===== src/sv/mlqs_pkg.sv =====
// ----------------------------------------------------------------------------
// mlqs_pkg: shared types and constants for the two-level queue scheduler
// Command and result records passed between the front, the back end and the
// top level.
// ----------------------------------------------------------------------------
package mlqs_pkg;

    localparam int unsigned QUEUE_DEPTH_DEF = 64;

    localparam int unsigned ID_W    = 8;
    localparam int unsigned BURST_W = 16;
    localparam int unsigned TIME_W  = 32;

    // Classified command kinds
    typedef enum logic [1:0] {
        K_ARR_USR = 2'd0,
        K_ARR_SYS = 2'd1,
        K_TICK    = 2'd2
    } t_cmd_kind;

    // Result status codes
    typedef enum logic [1:0] {
        ST_QUEUED  = 2'd0,
        ST_DROPPED = 2'd1,
        ST_RAN     = 2'd2,
        ST_IDLE    = 2'd3
    } t_status;

    typedef struct packed {
        t_cmd_kind          kind;
        logic [ID_W-1:0]    id;
        logic [BURST_W-1:0] burst;
    } t_cmd;

    // Queue entry: id and time left
    typedef struct packed {
        logic [ID_W-1:0]    id;
        logic [BURST_W-1:0] left;
    } t_entry;

    typedef struct packed {
        t_status            status;
        logic [ID_W-1:0]    ran_id;
        logic               finished;
        logic [TIME_W-1:0]  time_now;
    } t_result;

endpackage


===== src/sv/mlqs_front.sv =====
// ----------------------------------------------------------------------------
// mlqs_front: input acceptance and classification
// Decode each item into a command and hold it in a two-entry queue that
// decouples the input from the back end.
// ----------------------------------------------------------------------------
module mlqs_front import mlqs_pkg::*; (
    input  logic               i_clk,
    input  logic               i_rst_n,
    input  logic               i_s_tvalid,
    output logic               o_s_tready,
    input  logic [23:0]        i_s_tdata,   // job_id[7:0], burst[23:8]
    input  logic [1:0]         i_s_tuser,   // operation[0], is_system[1]
    output logic               o_cmd_valid,
    output t_cmd               o_cmd,
    input  logic               i_cmd_pop
);

    t_cmd       r_q [2];
    logic       r_wr;
    logic       r_rd;
    logic [1:0] r_cnt;
    t_cmd       w_cmd;
    logic       w_push;
    logic       w_pop;

    always_comb begin
        w_cmd.id    = i_s_tdata[ID_W-1:0];
        w_cmd.burst = i_s_tdata[ID_W +: BURST_W];
        if (i_s_tuser[0]) begin
            w_cmd.kind = K_TICK;
        end else if (i_s_tuser[1]) begin
            w_cmd.kind = K_ARR_SYS;
        end else begin
            w_cmd.kind = K_ARR_USR;
        end
    end

    assign o_s_tready  = (r_cnt != 2'd2);
    assign o_cmd_valid = (r_cnt != 2'd0);
    assign o_cmd       = r_q[r_rd];
    assign w_push      = i_s_tvalid && o_s_tready;
    assign w_pop       = i_cmd_pop && o_cmd_valid;

    always_ff @(posedge i_clk) begin
        if (w_push) begin
            r_q[r_wr] <= w_cmd;
        end
    end

    always_ff @(posedge i_clk) begin
        if (!i_rst_n) begin
            r_wr  <= 1'b0;
            r_rd  <= 1'b0;
            r_cnt <= 2'd0;
        end else begin
            if (w_push) begin
                r_wr <= ~r_wr;
            end
            if (w_pop) begin
                r_rd <= ~r_rd;
            end
            case ({w_push, w_pop})
                2'b10:   r_cnt <= r_cnt + 2'd1;
                2'b01:   r_cnt <= r_cnt - 2'd1;
                default: r_cnt <= r_cnt;
            endcase
        end
    end

endmodule


===== src/sv/mlqs_back.sv =====
// ----------------------------------------------------------------------------
// mlqs_back: scheduling engine
// Hold both job queues in memories, run arrivals, preemption, selection and
// one unit of service per tick, and hand one result per command onwards.
// ----------------------------------------------------------------------------
module mlqs_back import mlqs_pkg::*; #(
    parameter int unsigned QUEUE_DEPTH = QUEUE_DEPTH_DEF
) (
    input  logic    i_clk,
    input  logic    i_rst_n,
    input  logic    i_cmd_valid,
    input  t_cmd    i_cmd,
    output logic    o_cmd_pop,
    input  logic    i_res_ready,
    output logic    o_res_valid,
    output t_result o_res
);

    localparam int unsigned PTR_W = $clog2(QUEUE_DEPTH);
    localparam int unsigned CNT_W = $clog2(QUEUE_DEPTH + 1);
    localparam int unsigned SUM_W = CNT_W + 1;
    localparam logic [CNT_W-1:0] DEPTH_C = CNT_W'(QUEUE_DEPTH);
    localparam logic [PTR_W-1:0] LAST_C  = PTR_W'(QUEUE_DEPTH - 1);

    typedef enum logic [1:0] {
        S_IDLE = 2'b01,
        S_READ = 2'b10
    } t_state;

    t_state             r_state, n_state;
    logic [PTR_W-1:0]   r_sys_head, n_sys_head;
    logic [CNT_W-1:0]   r_sys_cnt, n_sys_cnt;
    logic [PTR_W-1:0]   r_usr_head, n_usr_head;
    logic [CNT_W-1:0]   r_usr_cnt, n_usr_cnt;
    logic               r_run_valid, n_run_valid;
    logic [ID_W-1:0]    r_run_id, n_run_id;
    logic               r_run_sys, n_run_sys;
    logic [BURST_W-1:0] r_run_left, n_run_left;
    logic [TIME_W-1:0]  r_time, n_time;
    logic               r_pop_sys, n_pop_sys;

    t_entry             r_sys_mem [QUEUE_DEPTH];
    t_entry             r_usr_mem [QUEUE_DEPTH];
    t_entry             r_sys_rd;
    t_entry             r_usr_rd;

    logic               w_sys_we, w_usr_we, w_sys_re, w_usr_re;
    t_entry             w_sys_wdata, w_usr_wdata;
    logic [PTR_W-1:0]   w_sys_tail, w_usr_tail;
    logic               w_preempt;
    t_entry             w_pop_entry;
    logic [ID_W-1:0]    w_src_id;
    logic [BURST_W-1:0] w_src_left;
    logic [BURST_W-1:0] w_dec_left;
    logic               w_fin;

    function automatic logic [PTR_W-1:0] f_slot(input logic [PTR_W-1:0] head,
                                                input logic [CNT_W-1:0] cnt);
        logic [SUM_W-1:0] sum;
        sum = SUM_W'(head) + SUM_W'(cnt);
        if (sum >= SUM_W'(QUEUE_DEPTH)) begin
            sum = sum - SUM_W'(QUEUE_DEPTH);
        end
        return sum[PTR_W-1:0];
    endfunction

    function automatic logic [PTR_W-1:0] f_inc(input logic [PTR_W-1:0] ptr);
        return (ptr == LAST_C) ? '0 : ptr + PTR_W'(1);
    endfunction

    assign w_sys_tail  = f_slot(r_sys_head, r_sys_cnt);
    assign w_usr_tail  = f_slot(r_usr_head, r_usr_cnt);
    assign w_preempt   = r_run_valid && !r_run_sys && (r_sys_cnt != '0)
                         && (r_usr_cnt != DEPTH_C);
    assign w_pop_entry = r_pop_sys ? r_sys_rd : r_usr_rd;

    // Service one unit: from the running job, or from the freshly popped one
    always_comb begin
        if (r_state == S_READ) begin
            w_src_id   = w_pop_entry.id;
            w_src_left = w_pop_entry.left;
        end else begin
            w_src_id   = r_run_id;
            w_src_left = r_run_left;
        end
        w_dec_left = (w_src_left == '0) ? '0 : w_src_left - BURST_W'(1);
        w_fin      = (w_dec_left == '0);
    end

    always_comb begin
        n_state     = r_state;
        n_sys_head  = r_sys_head;
        n_sys_cnt   = r_sys_cnt;
        n_usr_head  = r_usr_head;
        n_usr_cnt   = r_usr_cnt;
        n_run_valid = r_run_valid;
        n_run_id    = r_run_id;
        n_run_sys   = r_run_sys;
        n_run_left  = r_run_left;
        n_time      = r_time;
        n_pop_sys   = r_pop_sys;
        w_sys_we    = 1'b0;
        w_usr_we    = 1'b0;
        w_sys_re    = 1'b0;
        w_usr_re    = 1'b0;
        w_sys_wdata = '{id: i_cmd.id, left: i_cmd.burst};
        w_usr_wdata = '{id: i_cmd.id, left: i_cmd.burst};
        o_cmd_pop   = 1'b0;
        o_res_valid = 1'b0;
        o_res       = '{status: ST_IDLE, ran_id: '0, finished: 1'b0, time_now: r_time};

        unique case (r_state)
            S_IDLE: begin
                if (i_cmd_valid) begin
                    unique case (i_cmd.kind)
                        K_ARR_SYS: begin
                            if (i_res_ready) begin
                                o_cmd_pop   = 1'b1;
                                o_res_valid = 1'b1;
                                if (r_sys_cnt == DEPTH_C) begin
                                    o_res.status = ST_DROPPED;
                                end else begin
                                    o_res.status = ST_QUEUED;
                                    w_sys_we     = 1'b1;
                                    n_sys_cnt    = r_sys_cnt + CNT_W'(1);
                                end
                            end
                        end
                        K_ARR_USR: begin
                            if (i_res_ready) begin
                                o_cmd_pop   = 1'b1;
                                o_res_valid = 1'b1;
                                if (r_usr_cnt == DEPTH_C) begin
                                    o_res.status = ST_DROPPED;
                                end else begin
                                    o_res.status = ST_QUEUED;
                                    w_usr_we     = 1'b1;
                                    n_usr_cnt    = r_usr_cnt + CNT_W'(1);
                                end
                            end
                        end
                        K_TICK: begin
                            if ((!r_run_valid || w_preempt) &&
                                ((r_sys_cnt != '0) || (r_usr_cnt != '0))) begin
                                // Send a preempted user job to the back of its queue,
                                // then start the read of the job to run next.
                                if (w_preempt) begin
                                    w_usr_we    = 1'b1;
                                    w_usr_wdata = '{id: r_run_id, left: r_run_left};
                                    n_usr_cnt   = r_usr_cnt + CNT_W'(1);
                                end
                                n_run_valid = 1'b0;
                                if (r_sys_cnt != '0) begin
                                    w_sys_re   = 1'b1;
                                    n_sys_head = f_inc(r_sys_head);
                                    n_sys_cnt  = r_sys_cnt - CNT_W'(1);
                                    n_pop_sys  = 1'b1;
                                end else begin
                                    w_usr_re   = 1'b1;
                                    n_usr_head = f_inc(r_usr_head);
                                    n_usr_cnt  = r_usr_cnt - CNT_W'(1);
                                    n_pop_sys  = 1'b0;
                                end
                                n_state = S_READ;
                            end else if (i_res_ready) begin
                                o_cmd_pop      = 1'b1;
                                o_res_valid    = 1'b1;
                                n_time         = r_time + TIME_W'(1);
                                o_res.time_now = r_time + TIME_W'(1);
                                if (r_run_valid) begin
                                    o_res.status   = ST_RAN;
                                    o_res.ran_id   = w_src_id;
                                    o_res.finished = w_fin;
                                    n_run_left     = w_dec_left;
                                    n_run_valid    = !w_fin;
                                end else begin
                                    o_res.status = ST_IDLE;
                                end
                            end
                        end
                        default: begin
                            o_cmd_pop = 1'b1;
                        end
                    endcase
                end
            end
            S_READ: begin
                if (i_res_ready) begin
                    o_cmd_pop      = 1'b1;
                    o_res_valid    = 1'b1;
                    n_time         = r_time + TIME_W'(1);
                    o_res.time_now = r_time + TIME_W'(1);
                    o_res.status   = ST_RAN;
                    o_res.ran_id   = w_src_id;
                    o_res.finished = w_fin;
                    n_run_id       = w_src_id;
                    n_run_sys      = r_pop_sys;
                    n_run_left     = w_dec_left;
                    n_run_valid    = !w_fin;
                    n_state        = S_IDLE;
                end
            end
            default: begin
                n_state = S_IDLE;
            end
        endcase
    end

    always_ff @(posedge i_clk) begin
        if (w_sys_we) begin
            r_sys_mem[w_sys_tail] <= w_sys_wdata;
        end
        if (w_sys_re) begin
            r_sys_rd <= r_sys_mem[r_sys_head];
        end
    end

    always_ff @(posedge i_clk) begin
        if (w_usr_we) begin
            r_usr_mem[w_usr_tail] <= w_usr_wdata;
        end
        if (w_usr_re) begin
            r_usr_rd <= r_usr_mem[r_usr_head];
        end
    end

    always_ff @(posedge i_clk) begin
        if (!i_rst_n) begin
            r_state     <= S_IDLE;
            r_sys_head  <= '0;
            r_sys_cnt   <= '0;
            r_usr_head  <= '0;
            r_usr_cnt   <= '0;
            r_run_valid <= 1'b0;
            r_run_id    <= '0;
            r_run_sys   <= 1'b0;
            r_run_left  <= '0;
            r_time      <= '0;
            r_pop_sys   <= 1'b0;
        end else begin
            r_state     <= n_state;
            r_sys_head  <= n_sys_head;
            r_sys_cnt   <= n_sys_cnt;
            r_usr_head  <= n_usr_head;
            r_usr_cnt   <= n_usr_cnt;
            r_run_valid <= n_run_valid;
            r_run_id    <= n_run_id;
            r_run_sys   <= n_run_sys;
            r_run_left  <= n_run_left;
            r_time      <= n_time;
            r_pop_sys   <= n_pop_sys;
        end
    end

endmodule


===== src/sv/two_level_preemptive_queue_scheduler.sv =====
// ----------------------------------------------------------------------------
// two_level_preemptive_queue_scheduler: two-level preemptive job scheduler
// System and user job queues, advanced one time unit per tick item.
// ----------------------------------------------------------------------------
//  Channel   Direction  Handshake              Contents
//  s_*       in         i_s_tvalid/o_s_tready  arrival (id, burst, queue) or tick
//  m_*       out        o_m_tvalid/i_m_tready  status, job run, finish flag, time
//
//  Engine steps: an arrival, or a tick that keeps the running job or finds
//  nothing to do, is handled in S_IDLE alone; a tick that starts a new job
//  goes through S_IDLE and then S_READ, for the registered memory read port.
//  Reset: i_rst_n synchronous, active low; both queues empty, clock at zero.
//  Stalls: a two-entry command queue keeps input taken while the engine
//  works; the output register takes a result when it is empty or draining,
//  and while a result waits there the engine holds its command.
// ----------------------------------------------------------------------------
module two_level_preemptive_queue_scheduler import mlqs_pkg::*; #(
    parameter int unsigned QUEUE_DEPTH = QUEUE_DEPTH_DEF
) (
    input  logic        i_clk,
    input  logic        i_rst_n,
    input  logic        i_s_tvalid,
    output logic        o_s_tready,
    input  logic [23:0] i_s_tdata,  // job_id[7:0], burst[23:8]
    input  logic [1:0]  i_s_tuser,  // operation[0], is_system[1]
    output logic        o_m_tvalid,
    input  logic        i_m_tready,
    output logic [47:0] o_m_tdata,  // ran_id[7:0], finished[8], time_now[40:9], zeros
    output logic [1:0]  o_m_tuser   // status[1:0]
);

    logic    w_cmd_valid;
    t_cmd    w_cmd;
    logic    w_cmd_pop;
    logic    w_res_valid;
    logic    w_res_ready;
    t_result w_res;

    logic    r_out_valid;
    t_result r_out;

    // Front: accept and classify items into the command queue
    mlqs_front u_front (
        .i_clk       (i_clk),
        .i_rst_n     (i_rst_n),
        .i_s_tvalid  (i_s_tvalid),
        .o_s_tready  (o_s_tready),
        .i_s_tdata   (i_s_tdata),
        .i_s_tuser   (i_s_tuser),
        .o_cmd_valid (w_cmd_valid),
        .o_cmd       (w_cmd),
        .i_cmd_pop   (w_cmd_pop)
    );

    // Back: queues, preemption, selection and service
    mlqs_back #(
        .QUEUE_DEPTH (QUEUE_DEPTH)
    ) u_back (
        .i_clk       (i_clk),
        .i_rst_n     (i_rst_n),
        .i_cmd_valid (w_cmd_valid),
        .i_cmd       (w_cmd),
        .o_cmd_pop   (w_cmd_pop),
        .i_res_ready (w_res_ready),
        .o_res_valid (w_res_valid),
        .o_res       (w_res)
    );

    // Output register: load when empty or being drained this cycle
    assign w_res_ready = !r_out_valid || i_m_tready;

    always_ff @(posedge i_clk) begin
        if (w_res_valid && w_res_ready) begin
            r_out <= w_res;
        end
    end

    always_ff @(posedge i_clk) begin
        if (!i_rst_n) begin
            r_out_valid <= 1'b0;
        end else if (w_res_ready) begin
            r_out_valid <= w_res_valid;
        end
    end

    assign o_m_tvalid = r_out_valid;
    assign o_m_tdata  = {7'b0, r_out.time_now, r_out.finished, r_out.ran_id};
    assign o_m_tuser  = r_out.status;

endmodule


===== config.mk =====
export PLATFORM = sky130hd
export DESIGN_NAME = two_level_preemptive_queue_scheduler
export DESIGN_NICKNAME = d
export VERILOG_FILES = /design/src/sv/mlqs_pkg.sv /design/src/sv/mlqs_front.sv /design/src/sv/mlqs_back.sv /design/src/sv/two_level_preemptive_queue_scheduler.sv
export SDC_FILE = /design/constraint.sdc
export NUM_CORES = 2
export LEC_CHECK = 0
export BUFFER_PORTS_ARGS = -buffer_cell sky130_fd_sc_hd__buf_2
export CAP_MARGIN = 20
export CORE_MARGIN = 3
export CORE_UTILIZATION = 47
export DETAILED_ROUTE_END_ITERATION = 16
export MAX_ROUTING_LAYER = met4
export PLACE_DENSITY = 0.65
export SYNTH_ARGS = -nofsm -noshare
export SYNTH_HDL_FRONTEND = slang
export SYNTH_HIERARCHICAL = 1
export SYNTH_SLANG_ARGS = --single-unit

===== constraint.sdc =====
create_clock -name i_clk -period 4.4 [get_ports i_clk]
set_clock_uncertainty 0.05 [all_clocks]
set_input_delay 0.44 -clock i_clk [delete_from_list [all_inputs] [get_ports i_clk]]
set_output_delay 0.44 -clock i_clk [all_outputs]
set_load 0.01 [all_outputs]

==> run_results.csv <==
group,metric,value,unit
yosys,synth_most_common_cell,"edfxtp_1",
yosys,ys_ff_latch,3308,
placement,dp_slack,0.707,ns
yosys,yosysSeqAreaShare,76.5,%
worst_setup_path,worstSetupStartpointType,"flop",
route,drt_iter0_markers,6790,
cts,h-tree-depth,5,
placement,port_buffers,74,
placement,place.gp.congestion,0.860,
finish,nets,6109,
placement,dpl_cell_area,136000,µm²
route,dr.pass1.iters,5,
timing,slew_viol_final,0,
yosys,synth.top_cell.area_share,75.0,%
power,swShare,25.5,%
global_route,grt_pass1_vias,61800,
power,p_int,58.1,mW
job,drv_cap,0,
global_route,grt_max_degree,130,
worst_hold_path,hold_class,"input port to flop",
cts,clk_pin_slew,0.06,ns
yosys,synth-main-ff-cell,"edfxtp_1",
cts,cts_buffers,335,
cts,cts_hold_buf,27,
worst_setup_path,critPathArrivalTime,4.30,ns
yosys,yosysTopAreaCell,"edfxtp_1",
finish,fin_area,147000,µm²
yosys,synth_cells,5625,
floorplanning,design.core.area,272000,µm²
yosys,synthArstFlopShare,0,%
yosys,synth_common_cells,"3,215 x edfxtp_1, 1,008 x mux4_2, 273 x nor2_1",
route,wl_met2,165,mm
timing,fmax,0.260,GHz
cts,clock_latency,0.91,ns
route,drcViolationCount,0,
yosys,synth_cell_type_count,88,
yosys,ys_warn_count,6,
global_route,grt_usage,23.7,%
global_route,grt_pass1_wl,461,mm
finish,area_delta_synth_final,14.0,%
status,status,"finished, final reports clean",
route,drt-met1-wl,121,mm
route,dr_wl_met3,22.5,mm
route,postRouteAntennaNets,0,
route,wl_per_cell,32.5,µm
timing,finalCriticalPeriod,3.84,ns
route,routed_wl,321,mm
worst_setup_path,crit_type,"flop to flop",
floorplanning,die_y,529,µm
worst_setup_path,reg2reg_slack,0.56,ns
floorplanning,dieWidth,529,µm
cts,cts-root-buf,"clkbuf_16",
placement,post-dp-hpwl,185,mm
global_route,antenna_found_initial,10,
power,power_leakage,44.0,nW
power,p_seq_share,49.3,%
worst_setup_path,crit_path_max_fanout,24,
timing,rsz0062_at_grt,"false",
worst_setup_path,critPathRequiredTime,4.86,ns
power,p_sw,19.9,mW
cts,post_cts_resized,0,
cts,post_cts_buffers,0,
yosys,synth.cell_area,129000,µm²
route,viasPerCell,6.16,
finish,drive_gt1_share,32.6,%
timing,setup_tns,0,ns
power,p_comb_share,14.8,%
timing,finalHoldViolations,0,
global_route,grt-ovfl-total,0,
cts,cts_tree,"yes",
cts,cts_sinks,3308,
power,power_density,532,nW/µm²
timing,fin_crit_sh,87.3,%
route,dr.max_layer_used,"met4",
worst_setup_path,end_kind,"flop",
cts,cts_buffer_depth,4,
finish,nFillCells,20100,
timing,worst_pin_slew,1.13,ns
floorplanning,die_area,280000,µm²
power,vdd_drop_max,0.532,mV
floorplanning,floorplan.initialDensity,47.4,%
yosys,synth.avg_cell_area,22.9,µm²
route,num_vias,61000,
power,power,78.0,mW
power,pwr-share-clk,35.9,%
yosys,synth_edf_count,3215,
floorplanning,rows,191,
yosys,synth_area_leaders,"edfxtp_1 75%, mux4_2 18%, dfxtp_1 1.4%",
timing,setup_ws,0.559,ns
timing,max-slew-margin-rel,24.5,%
timing,final-setup-viol-count,0,
floorplanning,ioPinCount,82,
timing,hold_slack,0.164,ns
## power by group through the flow
stage	Combinational [mW]	Clock, mW	Sequential [mW]
final	11.6	28.0	38.4
after floorplan	7.05	0	38.9
after global routing	12.4	29.7	38.4
after global placement	11.3	0	39.1
after CTS	11.7	28.5	38.4
after detailed placement	11.6	0	39.1
## sequential cells by signal (all words and copies together), names as in the netlist, 2 cells and up, named ones only
| register | flops |
|---|---|
| u_back/r_sys_mem | 1536 |
| u_back/r_usr_rd | 24 |
| u_back/r_usr_cnt | 7 |
| u_back/r_run_left | 16 |
| u_front/r_q | 52 |
| u_back/r_time | 32 |
| o_m_tuser | 2 |
| u_back/r_run_id | 8 |
| u_back/r_sys_head | 6 |
| u_back/r_usr_mem | 1536 |
| u_back/r_state | 2 |
| u_back/r_sys_rd | 24 |
| u_back/r_usr_head | 6 |
| o_m_tdata | 41 |
| u_front/r_cnt | 2 |
| u_back/r_sys_cnt | 7 |
## kinds of logic (layout without fill, tap and decap cells)
| logic type | Yosys count | in the layout | share of synthesized area [%] |
|---|---|---|---|
| AOI/OAI and AO/OA | 215 | 215 | 1.07 |
| xor gates and xnor gates | 84 | 84 | 0.572 |
| adders and majority gates | 27 | 27 | 0.280 |
| buffers and inverters | 322 | 1009 | 1.11 |
| DFF | 3308 | 3308 | 76.5 |
| muxes | 1104 | 1104 | 18.5 |
| other | 1 | 16 | 0.00291 |
| and+or+nand+nor | 564 | 564 | 2.00 |
## cell usage in the layout (no fill, tap or decap), types with 23 or more instances in the layout
cell type      Yosys  final
buf_2             86     74
ha_1              24     23
nor2_2             0     63
clkinv_2           0     48
nand2_1           98     98
mux2_2            61     61
mux2i_1           26     26
clkbuf_16          0    346
inv_1             25     25
xnor2_1           34     34
bufinv_16          0     31
nor2_4             0     66
a21oi_1           61     61
dlygate4sd3_1      0     27
nor3_1            28     28
dfxtp_1           93     82
buf_12             0     50
clkbuf_1         163     68
mux4_2          1008   1008
nand3_1           66     66
buf_4             13    227
o21ai_0           60     60
clkinv_1           0     79
nor2_1           273    144
edfxtp_1        3215   3215
xor2_1            50     50
## critical path, stage by stage, from the launching register on
cell      delay (ns)
dfxtp_1         0.45
inv_1           0.08
ha_1            0.27
a31oi_2         0.33
nand4_1         0.15
a21boi_0        0.69
and2_1          0.30
nand2_1         0.30
buf_4           0.29
nor2_2          0.08
buf_4           0.44
## routing by layer
layer / global-route usage [%] / up-vias
li1: - / 24700
met3: 3.26 / 528
met1: 30.5 / 33100
met5: - / -
met2: 39.1 / 2621
met4: 8.31 / 0
## final timing paths
| check | start | endpoint | depth (start not counted) |
|---|---|---|---|
| min | i_s_tuser[1] | u_front/r_q[0][24] | 2 |
| min reg2reg | u_back/r_run_left[13] | u_back/r_run_left[13] | 2 |
| max reg2reg | u_back/r_usr_cnt[0] | u_back/r_usr_mem[17][7] | 10 |
| max | u_back/r_usr_cnt[0] | u_back/r_usr_mem[17][7] | 10 |
## cell type report
| cell class | count | area [µm²] | share of cell area [%] |
|---|---|---|---|
| clock inverter | 186 | 1810 | 1.23 |
| inverter | 27 | 101 | 0.0691 |
| antenna | 9 | 22.5 | 0.0154 |
| clock buffer | 417 | 8950 | 6.10 |
| multi-input combinational | 2001 | 29600 | 20.1 |
| timing repair buffer | 379 | 3360 | 2.29 |
| sequential | 3308 | 98400 | 67.1 |
| tap | 3570 | 4470 | 3.04 |
## per-stage QoR
step	utilization, %	std cells
floorplan	-	5631
global placement	49.9	9254
detailed placement	49.9	9255
CTS	54.0	9885
global route	54.0	9892
finish	54.0	9897
Power figures use the tool's default switching activity.
